$ cat src/design/gqg_pkg.sv
// Shared types, constants and helpers for the glyph quad generator.
package gqg_pkg;

	localparam int GLYPH_ENTRIES = 128;
	localparam int MAX_VERTICES  = 65536;
	localparam int GLYPH_AW      = (GLYPH_ENTRIES > 1) ? $clog2(GLYPH_ENTRIES) : 1;
	localparam int CNT_W         = 17;

	localparam logic [15:0]      SCALE_RESET = 16'h1000;
	localparam logic [31:0]      COLOR_RESET = 32'hFFFF_FFFF;
	localparam logic [CNT_W-1:0] CAP_RESET   = 17'h1_0000;

	// Item kinds carried on the mode field
	typedef enum logic [1:0] {
		MODE_LOAD  = 2'd0,
		MODE_BEGIN = 2'd1,
		MODE_PEN   = 2'd2,
		MODE_CHAR  = 2'd3
	} mode_t;

	// Configuration register indexes
	typedef enum logic [1:0] {
		CFG_SCALE_X  = 2'd0,
		CFG_SCALE_Y  = 2'd1,
		CFG_COLOR    = 2'd2,
		CFG_CAPACITY = 2'd3
	} cfg_reg_t;

	// Texture rectangle of one glyph, Q0.16
	typedef struct packed {
		logic [15:0] u;
		logic [15:0] v;
		logic [15:0] w;
		logic [15:0] h;
	} tex_t;

	// Placement of one glyph, texture units
	typedef struct packed {
		logic signed [15:0] off_x;
		logic signed [15:0] off_y;
		logic [15:0]        adv;
	} place_t;

	// Input transaction as seen by the pipeline
	typedef struct packed {
		mode_t              mode;
		logic [7:0]         char_code;
		tex_t               tex;
		place_t             place;
		logic               present;
		logic signed [15:0] pen_x;
		logic signed [15:0] pen_y;
	} item_t;

	// After table lookup
	typedef struct packed {
		mode_t              mode;
		logic               in_range;
		logic               present;
		tex_t               tex;
		place_t             place;
		logic signed [15:0] pen_x;
		logic signed [15:0] pen_y;
	} s1_t;

	// After scaling; sizes and offsets in Q4.12
	typedef struct packed {
		mode_t              mode;
		logic               in_range;
		logic               present;
		logic               size_zero;
		logic signed [15:0] pen_x;
		logic signed [15:0] pen_y;
		logic [15:0]        size_x;
		logic [15:0]        size_y;
		logic signed [16:0] off_x;
		logic signed [16:0] off_y;
		logic [15:0]        adv;
		logic [15:0]        u0;
		logic [15:0]        u1;
		logic [15:0]        v0;
		logic [15:0]        v1;
	} s2_t;

	// Clamp to signed 16 bits
	function automatic logic signed [15:0] sat_s16(input logic signed [18:0] x);
		if (x > 19'sd32767) begin
			return 16'sh7FFF;
		end else if (x < -19'sd32768) begin
			return 16'sh8000;
		end
		return x[15:0];
	endfunction

	// Clamp to unsigned 16 bits
	function automatic logic [15:0] sat_u16(input logic [16:0] x);
		return x[16] ? 16'hFFFF : x[15:0];
	endfunction

endpackage

$ cat src/design/gqg_scale.sv
// Scaling stage: glyph size, offset and advance times the screen scale.
module gqg_scale (
	input  logic         clk,
	input  logic         arst_n,
	input  logic         up_valid,
	output logic         up_ready,
	input  gqg_pkg::s1_t s1,
	input  logic [15:0]  scale_x,
	input  logic [15:0]  scale_y,
	output logic         dn_valid,
	input  logic         dn_ready,
	output gqg_pkg::s2_t s2
);
	import gqg_pkg::*;

	logic               acc;
	logic [31:0]        prod_w;
	logic [31:0]        prod_h;
	logic [31:0]        prod_adv;
	logic signed [32:0] prod_ox;
	logic signed [32:0] prod_oy;
	s2_t                nxt;
	logic               v_s2;
	s2_t                data_s2;

	assign up_ready = !v_s2 || dn_ready;
	assign acc      = up_valid && up_ready;

	// One multiplier per quantity; Q0.16 times Q4.12, floor back to Q4.12
	assign prod_w   = 32'(s1.tex.w) * 32'(scale_x);
	assign prod_h   = 32'(s1.tex.h) * 32'(scale_y);
	assign prod_adv = 32'(s1.place.adv) * 32'(scale_x);
	assign prod_ox  = 33'($signed(s1.place.off_x)) * 33'($signed({1'b0, scale_x}));
	assign prod_oy  = 33'($signed(s1.place.off_y)) * 33'($signed({1'b0, scale_y}));

	always_comb begin
		nxt           = '0;
		nxt.mode      = s1.mode;
		nxt.in_range  = s1.in_range;
		nxt.present   = s1.present;
		nxt.size_zero = (s1.tex.w == 16'd0) || (s1.tex.h == 16'd0);
		nxt.pen_x     = s1.pen_x;
		nxt.pen_y     = s1.pen_y;
		nxt.size_x    = prod_w[31:16];
		nxt.size_y    = prod_h[31:16];
		nxt.off_x     = prod_ox[32:16];
		nxt.off_y     = prod_oy[32:16];
		nxt.adv       = prod_adv[31:16];
		// texture corners
		nxt.u0        = s1.tex.u;
		nxt.u1        = sat_u16({1'b0, s1.tex.u} + {1'b0, s1.tex.w});
		nxt.v0        = s1.tex.v;
		nxt.v1        = sat_u16({1'b0, s1.tex.v} + {1'b0, s1.tex.h});
	end

	always_ff @(posedge clk or negedge arst_n) begin
		if (!arst_n) begin
			v_s2 <= 1'b0;
		end else if (up_ready) begin
			v_s2 <= up_valid;
		end
	end

	always_ff @(posedge clk) begin
		if (acc) begin
			data_s2 <= nxt;
		end
	end

	assign dn_valid = v_s2;
	assign s2       = data_s2;

endmodule

$ cat config.mk
export PLATFORM = sky130hd
export DESIGN_NAME = gqg_scale
export DESIGN_NICKNAME = d
export VERILOG_FILES = /design/src/design/gqg_pkg.sv /design/src/design/gqg_scale.sv
export SDC_FILE = /design/constraint.sdc
export NUM_CORES = 2
export LEC_CHECK = 0
export BUFFER_PORTS_ARGS = -buffer_cell sky130_fd_sc_hd__buf_4
export CAP_MARGIN = 25
export CORE_AREA = 4 4 305 307
export DETAILED_ROUTE_END_ITERATION = 16
export DIE_AREA = 0 0 309 311
export PLACE_DENSITY = 0.8
export SETUP_SLACK_MARGIN = 0.1
export SYNTH_ARGS = -nofsm -noshare
export SYNTH_HDL_FRONTEND = slang
export SYNTH_SLANG_ARGS = --single-unit
$ cat constraint.sdc
create_clock -name clk -period 8.9 [get_ports clk]
set_input_delay 0.89 -clock clk [delete_from_list [all_inputs] [get_ports clk]]
set_output_delay 0.89 -clock clk [all_outputs]
set_load 0.005 [all_outputs]
# Word-level counts from Yosys, hierarchy flattened
# Cells that the tools add are included.
# word_totals
reg_bits,184
latch_bits,0
ramBits,0
mem_bits_ro,0
in_bits,184
n_memories,0
# op_classes
n_addsub,2
mul,5
n_div,0
magnitude_cmp,0
eq_ne,0
shift,0
mux,0
bitwise_logic,0
n_reduce_logical,6
# op_table
op,count
16-bit by 16-bit multiplier with 32-bit output,3
16-bit by 17-bit multiplier with 33-bit output,2
16-bit by 16-bit adder with 17-bit output,2
16-bit zero test,2
1-bit logical OR,2
1-bit logical AND,1
1-bit zero test,1

# Longest topological paths before layout
# logic_depth
word_depth,3
mapped_depth,24

# Worst setup path after synthesis
# No wires, ideal clock.
# synth_timing
path_type,input -> register
startpoint,in scale_x[12]
endpoint,"reg data_s2 (netlist bit s2[113]), data pin"
t_arrival_ns,6.564
setup_slack_ns,2.077
stages,22
n_path_buf,2
path_cell_list,clkbuf_1 > clkbuf_1 > nand2_1 > fa_1 > fa_1 > fa_1 > inv_1 > fa_1 > fa_1 > inv_1 > fa_1 > inv_1 > ha_1 > a21oi_1 > o211ai_1 > a221oi_1 > a31oi_1 > a211oi_1 > nor3_1 > a211oi_1 > o21bai_1 > xnor2_1
# synth_rtl
item,line,text
start: declaration,gqg_scale.sv:8,"input logic [15:0] scale_x,"
end signal: assignment,gqg_scale.sv:66,data_s2 <= nxt;
end: declaration,gqg_scale.sv:24,s2_t data_s2;

==> impl_metrics.ini <==
[setup_path]
criticalPathCategory = in -> reg
crit_chain = buf_4, nand2_1, fa_1, inv_1, fa_1, inv_1, fa_1, inv_1, fa_1, fa_1, inv_1, fa_1, inv_1, ha_1, nand3_1, nor3_1, a22oi_1, a311oi_1, nor3_1, o31ai_1, a21oi_1, o21bai_1, xnor2_1
cp.arrival_ns = 7.28
crit_path_max_fanout = 48
critPathLaunchType = primary input
end_kind = flip-flop
slowest_stage = a311oi_1
cp_top_family = adder cells
crit_top_cell = fa_1
cp_num_buf_inv = 6
critical-path-max-stage-delay_ns = 0.58
worst_ep_required_time_ns = 9.16

[timing]
drv_slew = 0
worst_pin_slew_ns = 0.815
slew_headroom_pct = 45.7
min_period_ns = 7.02
hold_viol_final = 0
tns_ns = 0
rsz0062_at_grt = no
fmax_mhz = 142
fin_crit_sh_pct = 78.9
setup_violations = 0
finClkSkew_ns = 0.0194

[floorplan]
dieArea_um2 = 96100
row_count = 110
initial_core_util_pct = 52.8
die_x_um = 309
core-area_um2 = 90000
die_y_um = 311
io-pin-count = 369

[global_routing]
track_usage_pct = 25.6
gr-total-overflow = 0
antenna_found_initial = 2
grt_start_max_net_pins = 56
grt_pass1_wl_mm = 197
grt_pass1_vias = 38700

[synthesis]
synth_edf_count = 183
syn_inst = 5021
yosysUniqueCellTypes = 62
ys_ff_latch = 184
syn_avg_cell_area_um2 = 9.47
ys.flop_type = edfxtp_1
async_flop_share_pct = 0.543
synth_area_um2 = 47500
synth_warnings = 0
seq_area_frac_synth_pct = 11.6
synth_nets = 6745

[clock_tree]
numCtsBuffers = 17
h-tree-depth = 4
insertion_delay_ns = 0.52
cts_resized = 0
postCtsSetupBuffers = 0
cts_tree = yes
clk_pin_slew_ns = 0.09
postCtsHoldBufs = 0
clockBufferDepth = 2
cts_sinks = 184
cts_root_buffer = clkbuf_16

[finish]
fin_nets = 6924
regArea_um2 = 5520
fillers = 7613
finalNonFillerCells = 6390
final_layout_size_suffix_gt1_share_pct = 8.11
multi_input_area_um2 = 36900
areaGrowthSynthToFinish_pct = 8.72

[route]
dr.pass1.iters = 6
wl_per_cell_um = 18.4
drtAntennaViolNets = 0
drtIter0Drc = 2205
drc = 0
detail_route.vias_per_cell = 5.45
via_count = 34800
wirelength_mm = 118

[power_and_ir_drop]
clock_power_share_pct = 4.8
power_density_nw_per_um2 = 372
p_int_w = 0.00917
pwr-share-seq_pct = 10.3
power_switching_w = 0.0101
p_comb_share_pct = 84.9
p_leak_nw = 26.6
peakVddDrop_mv = 0.542
p_sw_share_pct = 52.3

[hold_path]
hold_path.class = in -> async

[place]
dp_hpwl_mm = 89.0
portBuffers = 368
place_congestion = 0.891
placed_cells = 6357

[job]
drv_cap = 0

[run_status]
run_status = finished, final reports clean
-- kinds of logic after synthesis --
logic type	count (synthesis)	share of synthesized area [%]
adder cells (fa/ha/maj)	1540	55.8
AND/OR/NAND/NOR	1529	15.8
buffers and inverters	1372	10.8
AO/OA/AOI/OAI	289	4.00
flip-flops	184	11.6
XOR/XNOR	105	1.93
multiplexers	2	0.0447
-- area by class of cell --
type	instances	area share, %
Antenna cell	1	0.00484
Clock buffer	17	0.823
Clock inverter	15	0.457
Inverter	1161	8.43
Multi-Input combinational cell	3465	71.3
Sequential cell	184	10.7
Tap cell	1176	2.85
Timing Repair Buffer	371	5.43
-- cells in the mapped netlist, types with 6 or more instances --
cell | number | area share (%)
a211oi_1 | 6 | 0.095
a21o_1 | 49 | 0.77
a21oi_1 | 93 | 0.98
a31oi_1 | 10 | 0.13
and2_1 | 576 | 7.6
clkbuf_1 | 208 | 1.6
edfxtp_1 | 183 | 12
fa_1 | 967 | 41
ha_1 | 573 | 15
inv_1 | 1159 | 9.2
nand2_1 | 724 | 5.7
nand2b_1 | 27 | 0.36
nand3_1 | 29 | 0.31
nand4_1 | 20 | 0.26
nor2_1 | 82 | 0.65
nor2b_1 | 10 | 0.13
nor3_1 | 27 | 0.28
nor4_1 | 11 | 0.14
o211ai_1 | 7 | 0.11
o21a_1 | 11 | 0.17
o21ai_0 | 44 | 0.46
o21bai_1 | 18 | 0.28
or3_1 | 7 | 0.092
xnor2_1 | 63 | 1.2
xor2_1 | 42 | 0.77
-- routing by layer --
| layer | vias up | wire length [µm] | share of wire (%) | global-route usage, % |
|---|---|---|---|---|
| met4 | 0 | 3730 | 3.2 | 8.94 |
| met5 | - | 0 | 0 | 0 |
| met1 | 17800 | 45400 | 38 | 32.2 |
| li1 | 15400 | - | - | - |
| met2 | 1392 | 59700 | 51 | 44.6 |
| met3 | 290 | 9090 | 7.7 | 4.50 |
-- placed cells by master, fill, tap and decap left out, types with 6 or more instances in the layout --
cell type,instances
nor4_1,11
nand2b_1,27
and2_1,575
o21ai_0,44
inv_1,1159
edfxtp_1,183
buf_4,370
ha_1,573
a21oi_1,93
o211ai_1,7
nand3_1,29
clkbuf_16,17
a21o_1,49
or3_1,7
nand2_1,724
a31oi_1,10
nor2_1,82
o21bai_1,18
nor2b_1,10
a211oi_1,6
o21a_1,11
nand4_1,20
xor2_1,42
fa_1,967
xnor2_1,63
nor3_1,27
-- power by group through the flow --
stage / Sequential [W] / Clock (W) / Combinational (W)
2_1_floorplan: 0.00201 / 0 / 0.0119
3_3_place_gp: 0.00201 / 0 / 0.0157
3_5_place_dp: 0.00200 / 0 / 0.0163
4_1_cts: 0.00199 / 0.000956 / 0.0165
5_1_grt: 0.00201 / 0.000987 / 0.0187
6_report: 0.00198 / 0.000916 / 0.0164
-- path summary, 6_finish.rpt --
path | slack (ns) | startpoint | cells past startpoint | to
min | 0.12 | arst_n | 1 | dn_valid
min reg2reg | 0.59 | dn_valid | 2 | dn_valid
max | 1.88 | scale_x[7] | 23 | s2[79]
min in group clk | 0.54 | s1[10] | 1 | s2[156]
max reg2reg | 6.42 | dn_valid | 4 | s2[72]
max in group asynchronous | 8.70 | arst_n | 1 | dn_valid
-- metrics by stage --
step                cell area [µm²]  setup WS [ns]  power [W]  util (%)  hold WS, ns
finish                        51700           1.88     0.0193      57.4        0.120
global route                  51700           1.62     0.0217      57.4       0.0638
CTS                           51700           1.94     0.0194      57.4       0.0608
detailed placement            51000           1.37     0.0183      56.7        0.562
global placement              51000           1.53     0.0177      56.7        0.550
floorplan                     47500           2.08     0.0139         -        0.537
-- flip-flops by register name (all words and copies together) (netlist names) --
| signal | cells |
|---|---|
| s2 | 183 |
| dn_valid | 1 |
(Power assumes the default switching activity.)
