===== src/design/gqg_pkg.sv =====
// Shared types, constants and helpers for the glyph quad generator.
package gqg_pkg;

	localparam int GLYPH_ENTRIES = 128;
	localparam int MAX_VERTICES  = 65536;
	localparam int GLYPH_AW      = (GLYPH_ENTRIES > 1) ? $clog2(GLYPH_ENTRIES) : 1;
	localparam int CNT_W         = 17;

	localparam logic [15:0]      SCALE_RESET = 16'h1000;
	localparam logic [31:0]      COLOR_RESET = 32'hFFFF_FFFF;
	localparam logic [CNT_W-1:0] CAP_RESET   = 17'h1_0000;

	// Item kinds carried on the mode field
	typedef enum logic [1:0] {
		MODE_LOAD  = 2'd0,
		MODE_BEGIN = 2'd1,
		MODE_PEN   = 2'd2,
		MODE_CHAR  = 2'd3
	} mode_t;

	// Configuration register indexes
	typedef enum logic [1:0] {
		CFG_SCALE_X  = 2'd0,
		CFG_SCALE_Y  = 2'd1,
		CFG_COLOR    = 2'd2,
		CFG_CAPACITY = 2'd3
	} cfg_reg_t;

	// Texture rectangle of one glyph, Q0.16
	typedef struct packed {
		logic [15:0] u;
		logic [15:0] v;
		logic [15:0] w;
		logic [15:0] h;
	} tex_t;

	// Placement of one glyph, texture units
	typedef struct packed {
		logic signed [15:0] off_x;
		logic signed [15:0] off_y;
		logic [15:0]        adv;
	} place_t;

	// Input transaction as seen by the pipeline
	typedef struct packed {
		mode_t              mode;
		logic [7:0]         char_code;
		tex_t               tex;
		place_t             place;
		logic               present;
		logic signed [15:0] pen_x;
		logic signed [15:0] pen_y;
	} item_t;

	// After table lookup
	typedef struct packed {
		mode_t              mode;
		logic               in_range;
		logic               present;
		tex_t               tex;
		place_t             place;
		logic signed [15:0] pen_x;
		logic signed [15:0] pen_y;
	} s1_t;

	// After scaling; sizes and offsets in Q4.12
	typedef struct packed {
		mode_t              mode;
		logic               in_range;
		logic               present;
		logic               size_zero;
		logic signed [15:0] pen_x;
		logic signed [15:0] pen_y;
		logic [15:0]        size_x;
		logic [15:0]        size_y;
		logic signed [16:0] off_x;
		logic signed [16:0] off_y;
		logic [15:0]        adv;
		logic [15:0]        u0;
		logic [15:0]        u1;
		logic [15:0]        v0;
		logic [15:0]        v1;
	} s2_t;

	// Clamp to signed 16 bits
	function automatic logic signed [15:0] sat_s16(input logic signed [18:0] x);
		if (x > 19'sd32767) begin
			return 16'sh7FFF;
		end else if (x < -19'sd32768) begin
			return 16'sh8000;
		end
		return x[15:0];
	endfunction

	// Clamp to unsigned 16 bits
	function automatic logic [15:0] sat_u16(input logic [16:0] x);
		return x[16] ? 16'hFFFF : x[15:0];
	endfunction

endpackage


===== src/design/gqg_layout.sv =====
// Layout stage: pen and vertex count state, quad register, corner sequencer.
module gqg_layout (
	input  logic                          clk,
	input  logic                          arst_n,
	input  logic                          up_valid,
	output logic                          up_ready,
	input  gqg_pkg::s2_t                  s2,
	input  logic [gqg_pkg::CNT_W-1:0]     vertex_capacity,
	output logic                          out_valid,
	input  logic                          out_stall,
	output logic signed [15:0]            vertex_x,
	output logic signed [15:0]            vertex_y,
	output logic [15:0]                   tex_u,
	output logic [15:0]                   tex_v,
	output logic [15:0]                   vertex_index,
	output logic                          last
);
	import gqg_pkg::*;

	localparam logic [1:0] CORNER_FIRST  = 2'd0;
	localparam logic [1:0] CORNER_SECOND = 2'd1;
	localparam logic [1:0] CORNER_THIRD  = 2'd2;
	localparam logic [1:0] CORNER_LAST   = 2'd3;

	logic signed [15:0] pen_x_q;
	logic signed [15:0] pen_y_q;
	logic [CNT_W-1:0]   cnt_q;

	logic [CNT_W-1:0]   cap;
	logic               fits;
	logic               glyph_ok;
	logic               emit;
	logic               take;
	logic               quad_load;
	logic               out_acc;
	logic               quad_free;

	logic signed [17:0] pen_sum;
	logic signed [18:0] bx;
	logic signed [18:0] by;
	logic signed [18:0] sx_e;
	logic signed [18:0] sy_e;

	logic               quad_v_q;
	logic [1:0]         corner_q;
	logic signed [15:0] xa_q, xb_q, ya_q, yb_q;
	logic [15:0]        ua_q, ub_q, va_q, vb_q;
	logic [15:0]        base_q;

	// Drop decision for a character
	assign cap      = (vertex_capacity < CNT_W'(MAX_VERTICES)) ?
	                  vertex_capacity : CNT_W'(MAX_VERTICES);
	assign fits     = ({1'b0, cnt_q} + (CNT_W+1)'(4)) <= {1'b0, cap};
	assign glyph_ok = (s2.mode == MODE_CHAR) && s2.in_range && s2.present && fits;
	assign emit     = glyph_ok && !s2.size_zero;

	// Handshake between the state stage and the quad register
	assign out_acc   = quad_v_q && !out_stall;
	assign quad_free = !quad_v_q || (out_acc && (corner_q == CORNER_LAST));
	assign up_ready  = !emit || quad_free;
	assign take      = up_valid && up_ready;
	assign quad_load = take && emit;

	// Position arithmetic
	assign pen_sum = 18'(pen_x_q) + $signed({2'b00, s2.adv});
	assign bx      = 19'(pen_x_q) + 19'($signed(s2.off_x));
	assign by      = 19'(pen_y_q) + 19'($signed(s2.off_y));
	assign sx_e    = {3'b000, s2.size_x};
	assign sy_e    = {3'b000, s2.size_y};

	// Pen and vertex count
	always_ff @(posedge clk or negedge arst_n) begin
		if (!arst_n) begin
			pen_x_q <= '0;
			pen_y_q <= '0;
			cnt_q   <= '0;
		end else if (take) begin
			case (s2.mode)
				MODE_LOAD: begin
				end
				MODE_BEGIN: begin
					cnt_q <= '0;
				end
				MODE_PEN: begin
					pen_x_q <= s2.pen_x;
					pen_y_q <= s2.pen_y;
				end
				MODE_CHAR: begin
					if (glyph_ok) begin
						pen_x_q <= sat_s16(19'(pen_sum));
					end
					if (emit) begin
						cnt_q <= cnt_q + CNT_W'(4);
					end
				end
				default: begin
				end
			endcase
		end
	end

	// Quad register control
	always_ff @(posedge clk or negedge arst_n) begin
		if (!arst_n) begin
			quad_v_q <= 1'b0;
			corner_q <= CORNER_FIRST;
		end else if (quad_load) begin
			quad_v_q <= 1'b1;
			corner_q <= CORNER_FIRST;
		end else if (out_acc) begin
			if (corner_q == CORNER_LAST) begin
				quad_v_q <= 1'b0;
			end
			corner_q <= corner_q + 2'd1;
		end
	end

	// Quad payload
	always_ff @(posedge clk) begin
		if (quad_load) begin
			xa_q   <= sat_s16(bx);
			xb_q   <= sat_s16(bx + sx_e);
			ya_q   <= sat_s16(by - sy_e);
			yb_q   <= sat_s16(by);
			ua_q   <= s2.u0;
			ub_q   <= s2.u1;
			va_q   <= s2.v0;
			vb_q   <= s2.v1;
			base_q <= cnt_q[15:0];
		end
	end

	// Corner select
	always_comb begin
		case (corner_q)
			CORNER_FIRST: begin
				vertex_x = xa_q; vertex_y = ya_q; tex_u = ua_q; tex_v = va_q;
			end
			CORNER_SECOND: begin
				vertex_x = xb_q; vertex_y = ya_q; tex_u = ub_q; tex_v = va_q;
			end
			CORNER_THIRD: begin
				vertex_x = xb_q; vertex_y = yb_q; tex_u = ub_q; tex_v = vb_q;
			end
			CORNER_LAST: begin
				vertex_x = xa_q; vertex_y = yb_q; tex_u = ua_q; tex_v = vb_q;
			end
			default: begin
				vertex_x = xa_q; vertex_y = ya_q; tex_u = ua_q; tex_v = va_q;
			end
		endcase
	end

	assign out_valid    = quad_v_q;
	assign vertex_index = base_q + 16'(corner_q);
	assign last         = (corner_q == CORNER_LAST);

	// Count never passes the largest buffer
	a_cnt_bound: assert property (@(posedge clk) disable iff (!arst_n)
		cnt_q <= CNT_W'(MAX_VERTICES))
		else $error("vertex count beyond buffer size");

	// A new quad starts at its first corner and books four vertices
	a_quad_start: assert property (@(posedge clk) disable iff (!arst_n)
		quad_load |=> quad_v_q && (corner_q == CORNER_FIRST) &&
		              (cnt_q == $past(cnt_q) + CNT_W'(4)))
		else $error("quad start out of order");

	// Last corner taken with nothing behind it empties the quad register
	a_quad_drain: assert property (@(posedge clk) disable iff (!arst_n)
		(out_acc && (corner_q == CORNER_LAST) && !quad_load) |=> !quad_v_q)
		else $error("quad register not released after last corner");

endmodule

===== config.mk =====
export PLATFORM = sky130hd
export DESIGN_NAME = gqg_layout
export DESIGN_NICKNAME = d
export VERILOG_FILES = /design/src/design/gqg_pkg.sv /design/src/design/gqg_layout.sv
export SDC_FILE = /design/constraint.sdc
export NUM_CORES = 1
export LEC_CHECK = 0
export BUFFER_PORTS_ARGS = -buffer_cell sky130_fd_sc_hd__buf_4
export CORE_UTILIZATION = 55
export DETAILED_ROUTE_END_ITERATION = 8
export GPL_TIMING_DRIVEN = 0
export MAX_ROUTING_LAYER = met4
export PLACE_DENSITY = 0.8
export SKIP_LAST_GASP = 1
export SLEW_MARGIN = 20
export SYNTH_ARGS = -nofsm -noshare
export SYNTH_HDL_FRONTEND = slang
export SYNTH_SLANG_ARGS = --single-unit

===== constraint.sdc =====
create_clock -name clk -period 15.37 [get_ports clk]
set_input_delay 3.074 -clock clk [delete_from_list [all_inputs] [get_ports clk]]
set_output_delay 3.074 -clock clk [all_outputs]
set_load 0.05 [all_outputs]

# == After elaboration in Yosys (flattened, before gate mapping) ==
# Cells that the tools add are included.
# W data, S select, Z words.
# word_totals
regBits,196
output_inout_bits,83
input_bits,204
wordCells,116
# op_classes
n_mux,46
addsub,9
n_lt_le_gt_ge,12
reduce_logical,27
eq_ne,8
# ops
cell,count
$mux W16,16
$pmux W16 S2,5
$add A16 B17 Y18,3
$gt A18 B16 Y1 const B,3
$lt A18 B16 Y1 const B,3
$gt A19 B16 Y1 const B,2
$lt A19 B16 Y1 const B,2
$mux W17,2
$pmux W17 S2,1
$mux W1,20
$add A18 B17 Y19,1
$sub A18 B17 Y19,1
$add A17 B3 Y18 const B,1
$le A18 B17 Y1,1
$add A17 B3 Y17 const B,1
$lt A17 B17 Y1 const B,1
$add A16 B2 Y16,1
$eq A2 B2 Y1 const B,4
$logic_and A1 B1 Y1,8
$reduce_bool A2 Y1,4
$reduce_or A2 Y1,4
$reduce_and A3 Y1,2
$eq A2 B1 Y1 const B,2
$logic_not A1 Y1,4
6 further kinds,10

# == Logic depth before layout (Yosys ltp) ==
# Gate-level depths: netlist of the first run.
# depth
ltp_word,12
depth_mapped,20

# == Worst setup path after synthesis of the first run ==
# No wires, ideal clock.
# synth_path
path_kind,input-to-reg
from,input vertex_capacity[16] in the netlist's numbering
to,register base_q[10] (enable)
stages,10
required_time_ns,14.541
path_slack_ns,-0.172
setup_ns,0.829
arrival_ns,14.713
cell_sequence,inv_1 -> buf_1 -> nand2_1 -> ha_1 -> nand4_1 -> nor4_1 -> nor3b_1 -> a21oi_1 -> or2_2 -> nor3_1
# synth_between
elab_chain_len,9
# synth_rtl
item,line,rtl
from (decl),gqg_layout.sv:8,"input logic [gqg_pkg::CNT_W-1:0] vertex_capacity,"
$lt A17 B17 Y1,gqg_layout.sv:51,assign cap = (vertex_capacity < CNT_W'(MAX_VERTICES)) ?
$mux W17 (*),gqg_layout.sv:51,
$le A18 B17 Y1 (*),gqg_layout.sv:53,"assign fits = ({1'b0, cnt_q} + (CNT_W+1)'(4)) <= {1'b0, cap};"
$logic_and A1 B1 Y1 (*),gqg_layout.sv:54,assign glyph_ok = (s2.mode == MODE_CHAR) && s2.in_range && s2.present && fits;
$logic_and A1 B1 Y1 (*),gqg_layout.sv:55,assign emit = glyph_ok && !s2.size_zero;
$logic_not A1 Y1,gqg_layout.sv:60,assign up_ready = !emit || quad_free;
$logic_or A1 B1 Y1,gqg_layout.sv:60,
$logic_and A1 B1 Y1,gqg_layout.sv:61,assign take = up_valid && up_ready;
$logic_and A1 B1 Y1 (*),gqg_layout.sv:62,assign quad_load = take && emit;
via quad_load,gqg_layout.sv:34,logic quad_load;
to (signal assigned),gqg_layout.sv:129,base_q <= cnt_q[15:0];
to (decl),gqg_layout.sv:48,logic [15:0] base_q;
# The timed path passes the listed nets; every way through them passes the cells marked *.
# A chain may end at the register's enable or synchronous reset.

# == Final worst setup path of the first run ==
# layout_path
from,input vertex_capacity[16] in the netlist's numbering
to,output up_ready
# layout_between
elab_chain_len,7
# layout_rtl
item,line,rtl
$lt A17 B17 Y1,gqg_layout.sv:51,
$mux W17 (*),gqg_layout.sv:51,
$le A18 B17 Y1 (*),gqg_layout.sv:53,
$logic_and A1 B1 Y1 (*),gqg_layout.sv:54,
$logic_and A1 B1 Y1 (*),gqg_layout.sv:55,
$logic_not A1 Y1 (*),gqg_layout.sv:60,
$logic_or A1 B1 Y1 (*),gqg_layout.sv:60,
to (decl),gqg_layout.sv:6,"output logic up_ready,"
# Mark *: on every way between the ends. The rest lies on a longest branch, timed or not.

==> out/metrics.yaml, run 1 <==
yosys:
  synth-seq-cells: 192
  async_reset_ff_frac: 0.260
  syn_nets: 1473
  yosysSeqAreaShare: 0.440
  avgSynthCellArea_sq_um: 10.8
  synth_cell_type_count: 72
  ys.flop_type: "edfxtp_1"
  synth_edf_count: 142
  netlist_area_sq_um: 12500
  synthCells: 1161
  ys_warn_count: 0
drt:
  vias: 10300
  dr.pass1.iters: 5
  antenna_left: 0
  wirelength_microns: 34100
  viasPerCell: 5.82
  drtIter0Drc: 512
  drc_errors: 0
  wl_per_cell_microns: 19.3
timing:
  maxSlewHeadroom: 0.467
  worst_pin_slew_ps: 799
  hold_viol_final: 0
  post-route-period-util: 0.569
  skew_ps: 16.5
  setup_viol: 0
  hold_slack_ps: 454
  fmaxAchievable_mhz: 114
  fin_crit_ps: 8740
  fin_tns_setup_ps: 0
  rsz0062_at_grt: "no"
  final_max_slew_viol_count: 0
setup_path:
  worstPathCellList: "buf_4 -> inv_1 -> buf_1 -> nand2_1 -> ha_1 -> nand4_1 -> nor4_1 -> nor3b_1 -> a21oi_1 -> nor4_1 -> inv_1 -> buf_4"
  r2r_slack_ps: 9830
  critPathCaptureType: "output pin"
  cp-start-kind: "primary input"
  rr_startpoint: "pen_x_q[0]"
  cpPeakStageDelay_ps: 410
  crit_required_ps: 12300
  reg2reg_depth: 20
  cp_max_fo: 10
  timing.rr.end: "xb_q[5]"
  critPathLaunch: "vertex_capacity[16]"
  worstPathArrival_ps: 5670
  crit_type: "in -> out"
  slowest_stage: "nor4_1"
pwr:
  p_leak_nw: 6.75
  power.density_nw_per_um2: 190
  fin_total_pwr_w: 0.00302
  vdd_drop_max_uv: 138
placed_design:
  dp_hpwl_microns: 27200
  numPortBuffers: 286
  gp_congestion: 0.952
  dpl.cell_count: 1738
global_routing:
  grt_antenna_before_repair: 1
  grt_pass1_vias: 10300
  grt.overflow.total: 0
  grt_max_degree: 51
  grt_usage: 0.305
  grt_pass1_wl_microns: 54300
floorplan:
  fp.coreArea_sq_um: 22100
  rows: 54
  die_h_microns: 153
  start_util: 0.568
  die-width_microns: 153
  die_area_sq_um: 23400
  io_pins: 287
clock_network:
  post_cts_resized: 0
  cts_post_setup_buffers_inserted: 0
  clock_sinks: 192
  h-tree-depth: 4
  insertion_delay_ps: 450
  cts_root_buf: "clkbuf_16"
  cts-buffers-inserted: 17
  cts_tree: "done"
  holdBufCountCts: 0
  cts.path.max_buffers: 2
  clkTransAtPathRegs_ps: 80
hold_path:
  whs_path_depth: 0
  min_path_type: "reg -> reg"
  hold_end: "base_q[12]"
  hp-start: "cnt_q[12]"
layout:
  drive_gt1_frac: 0.297
  fin_nets: 1789
  finalNonFillerCells: 1771
  syn_to_final_growth_pct: 26.4
run_status:
  outcome: "complete, no violations"
flow_run:
  maxCapViolations: 0
[critical path: cells and delay by family]
| kind | cells | cell delay (ps) |
|---|---|---|
| AOI/OAI and AO/OA | 1 | 110 |
| adders and majority gates | 1 | 320 |
| buffers and inverters | 5 | 890 |
| and+or+nand+nor | 5 | 1260 |
[worst max-delay path by stage]
stage | end | slack (ps) | cells past startpoint
after global placement | cnt_q[13] | 1730 | 13
after CTS | up_ready | 6640 | 12
after detailed placement | up_ready | 6640 | 12
after floorplan | cnt_q[13] | 4330 | 12
final | up_ready | 6630 | 12
after global routing | up_ready | 6410 | 12
[kinds of logic (layout without fill, tap and decap cells)]
family                   count (synthesis)  after routing  synth area share
XOR/XNOR                                77             77            0.0538
multiplexers                            84             84            0.0751
AND/OR/NAND/NOR                        244            244             0.101
buffers and inverters                  133            462            0.0415
other                                    0              1                 0
flip-flops                             192            192             0.440
AO/OA/AOI/OAI                          323            323             0.178
adder cells (fa/ha/maj)                108            108             0.111
[registers in the layout, summed over array words and instances, names as in the netlist]
name	flops
base_q	14
cnt_q	15
corner_q	2
out_valid	1
pen_x_q	16
pen_y_q	16
ua_q	16
ub_q	16
va_q	16
vb_q	16
xa_q	16
xb_q	16
ya_q	16
yb_q	16
[through the flow]
step | instance area (sq um) | util | worst slack (ps)
after floorplan | 12500 | - | 4330
after global placement | 15000 | 0.681 | 1730
after detailed placement | 15200 | 0.688 | 6640
after CTS | 15900 | 0.718 | 6640
after global routing | 15900 | 0.718 | 6410
final | 15900 | 0.718 | 6630
[final cells by class]
| cell class | count | area, sq um |
|---|---|---|
| multi-input combinational | 836 | 6520 |
| fill | 1636 | 6240 |
| sequential | 192 | 5520 |
| timing repair buffer | 297 | 2300 |
| clock buffer | 17 | 425 |
| tap | 280 | 350 |
| inverter | 88 | 330 |
| clock inverter | 15 | 224 |
| buffer | 45 | 190 |
| antenna | 1 | 2.50 |
[cells in the final DEF (no fill, tap or decap), types with 39 or more instances in the layout]
cell type  Yosys  routed
xnor2_1       47      47
buf_4          2     288
edfxtp_1     142     142
a21oi_1       66      66
dfrtp_1       50      50
nor2_1        47      47
a21o_1        39      39
mux2_2        81      81
nand2_1       58      58
inv_1         88      88
o21ai_0       81      81
ha_1         103     103
[metal layers]
metal / global-route usage / part of all wire
met2: 0.526 / 0.50
met3: 0.0629 / 0.070
met5: - / 0
met4: 0.0933 / 0.025
met1: 0.356 / 0.40
[power by group]
part	switching, W	internal [W]
Clock	0.000251	0.000231
Combinational	0.00113	0.000727
Sequential	0.0000338	0.000649
Total	0.00141	0.00161
[synthesized netlist by cell type (all sizes together) (6+ instances only)]
master  count  share of area
mux2       81          0.073
a21o       39          0.023
ha        103           0.10
o21ai      86          0.035
a21oi      68          0.028
xor2       30          0.021
o21bai      6         0.0039
nor2b       9         0.0045
a31oi       9         0.0045
and2        6         0.0030
inv        88          0.026
o22ai      16         0.0080
o21a       16         0.0096
dfrtp      50           0.10
clkbuf     37          0.011
o2111a     15          0.013
o211ai      6         0.0036
nand3      30          0.012
or4        17          0.010
nand3b     16         0.0096
nand4       9         0.0045
nand2      58          0.017
a211oi      9         0.0058
xnor2      47          0.033
nor2       47          0.014
buf         8         0.0040
nor3       18         0.0080
nand2b     13         0.0065
edfxtp    142           0.34
Power figures use the tool's default switching activity.
==> inputs of run 2 (changes only) <==
CORE_UTILIZATION = 50   (was 55)
PLACE_DENSITY = 0.77   (was 0.8)
clock period = 7.1 ns   (was 15.37 ns; I/O delays follow)
==> run 2 against run 1 <==
Against the previous run: clock power increased by 110%; cell area increased by 0.25%; register-to-register slack got worse by 8100 ps; utilization decreased by 6.8 points; combinational power increased by 120%; hold slack got worse by 1.6 ps; total power increased by 110%; setup slack got worse by 5600 ps; count of clock-buffer cells in the layout unchanged; critical endpoint is now xb_q[5]; largest cell class unchanged; largest power group unchanged; highest routed layer unchanged.
==> out/metrics.yaml, run 2 (synthesized netlist as in run 1, its figures left out) <==
timing:
  worst_pin_slew_ps: 790
  fin_crit_ps: 6100
  final_max_slew_viol_count: 0
  fmaxAchievable_mhz: 164
  hold_viol_final: 0
  maxSlewHeadroom: 0.458
  post-route-period-util: 0.859
  setup_viol: 0
  fin_ws_ps: 1000
  rsz0062_at_grt: "no"
  hold_slack_ps: 453
  skew_ps: 13.9
floorplan:
  die_area_sq_um: 25700
  rows: 57
  die_h_microns: 160
  start_util: 0.513
  die-width_microns: 160
  fp.coreArea_sq_um: 24500
  io_pins: 287
setup_path:
  worstPathArrival_ps: 6250
  crit_buf_inv: 4
  cp-start-kind: "primary input"
  slowest_stage: "a2111oi_4"
  crit_required_ps: 7250
  cpPeakStageDelay_ps: 580
  cp_max_fo: 10
  crit_type: "in -> reg"
  worstPathCellList: "buf_4 -> ha_1 -> fa_1 -> a21o_1 -> a211o_1 -> a2111oi_4 -> or2_2 -> o21ai_0 -> nor2_1 -> xor2_1 -> inv_1 -> ha_1 -> a21o_1 -> a21oi_1 -> o21ai_0 -> a221oi_2 -> xor2_1 -> inv_1 -> a2111oi_4 -> buf_6 -> o22ai_1"
  critPathCaptureType: "register"
  crit_family: "compound AO/OA/AOI/OAI gates"
drt:
  vias: 10300
  wirelength_microns: 33500
  wl_per_cell_microns: 18.4
  dr.pass1.iters: 5
  viasPerCell: 5.67
  antenna_left: 0
  drtIter0Drc: 685
  drc_errors: 0
clock_network:
  clock_sinks: 192
  holdBufCountCts: 0
  cts_tree: "done"
  insertion_delay_ps: 430
  h-tree-depth: 4
  cts_post_setup_buffers_inserted: 0
  post_cts_resized: 0
  cts-buffers-inserted: 17
  cts.path.max_buffers: 2
  cts_root_buf: "clkbuf_16"
  clkTransAtPathRegs_ps: 70
placed_design:
  dpl.cell_count: 1781
  dp_hpwl_microns: 27000
  dp_slack_ps: 586
  gp_congestion: 0.958
  numPortBuffers: 286
layout:
  multi_input_area_sq_um: 6520
  finalNonFillerCells: 1815
  layout_commonest_cell: "buf_4"
  syn_to_final_growth_pct: 26.7
  final_cell_mix: "buf_4 (288), edfxtp_1 (142), ha_1 (103), inv_1 (88)"
  drive_gt1_frac: 0.297
  fill_cells: 1932
  fin_nets: 1788
  regArea_sq_um: 5520
global_routing:
  grt_usage: 0.268
  grt_pass1_wl_microns: 52100
  grt.overflow.total: 0
  grt_antenna_before_repair: 2
  grt_max_degree: 51
  grt_pass1_vias: 10200
flow_run:
  maxCapViolations: 0
pwr:
  p_leak_nw: 6.74
  fin_total_pwr_w: 0.00645
  power.density_nw_per_um2: 406
  vdd_drop_max_uv: 238
run_status:
  outcome: "complete, no violations"
hold_path:
  min_path_type: "reg -> reg"
[run 2: cell type report]
cell class | instances | area share
clock inverters | 15 | 0.0128
diodes | 2 | 0.000315
inverters | 88 | 0.0208
flip-flops and latches | 192 | 0.347
well taps | 324 | 0.0255
multi-input cells | 836 | 0.410
repair buffers | 296 | 0.145
plain buffers | 45 | 0.0120
clock buffers | 17 | 0.0268
[run 2: worst paths after layout]
check | startpoint | end | slack [ps] | depth (start not counted)
max in group asynchronous | arst_n | pen_y_q[9] | 5570 | 1
max | s2[97] | xb_q[5] | 1000 | 21
min | cnt_q[12] | base_q[12] | 450 | 0
max reg2reg | pen_x_q[0] | xb_q[5] | 1710 | 20
min reg2reg | cnt_q[12] | base_q[12] | 450 | 0
min in group asynchronous | arst_n | pen_x_q[15] | 1040 | 1
[run 2: worst register-to-register path, stage by stage (launching register included)]
cell and delay [ps]:
dfrtp_1 410, ha_1 220, fa_1 400, a21o_1 190
a211o_1 340, a2111oi_4 420, or2_2 190, o21ai_0 90
nor2_1 120, xor2_1 260, inv_1 70, ha_1 340
a21o_1 170, a21oi_1 170, o21ai_0 140, a221oi_2 300
xor2_1 240, inv_1 130, a2111oi_4 580, buf_6 210
o22ai_1 100
[run 2: metrics by stage]
step	cell area, sq um	TNS, ps	util
finish	15900	0	0.650
floorplan	12600	0	-
global route	15900	0	0.650
CTS	15900	0	0.650
global placement	15100	-217880	0.618
detailed placement	15300	0	0.624
[run 2: routing by layer]
metal,vias up,GRT usage,share of wire
met1,4888,0.312,0.40
met5,-,-,0
met2,384,0.465,0.51
met3,46,0.0522,0.069
met4,0,0.0814,0.022
li1,4969,-,-
[run 2: power breakdown]
part	leakage, nW	total (W)	internal [W]	switching (W)
clock	0.301	0.000988	0.000486	0.000502
combinational	4.55	0.00398	0.00157	0.00241
sequential	1.89	0.00148	0.00140	0.0000737
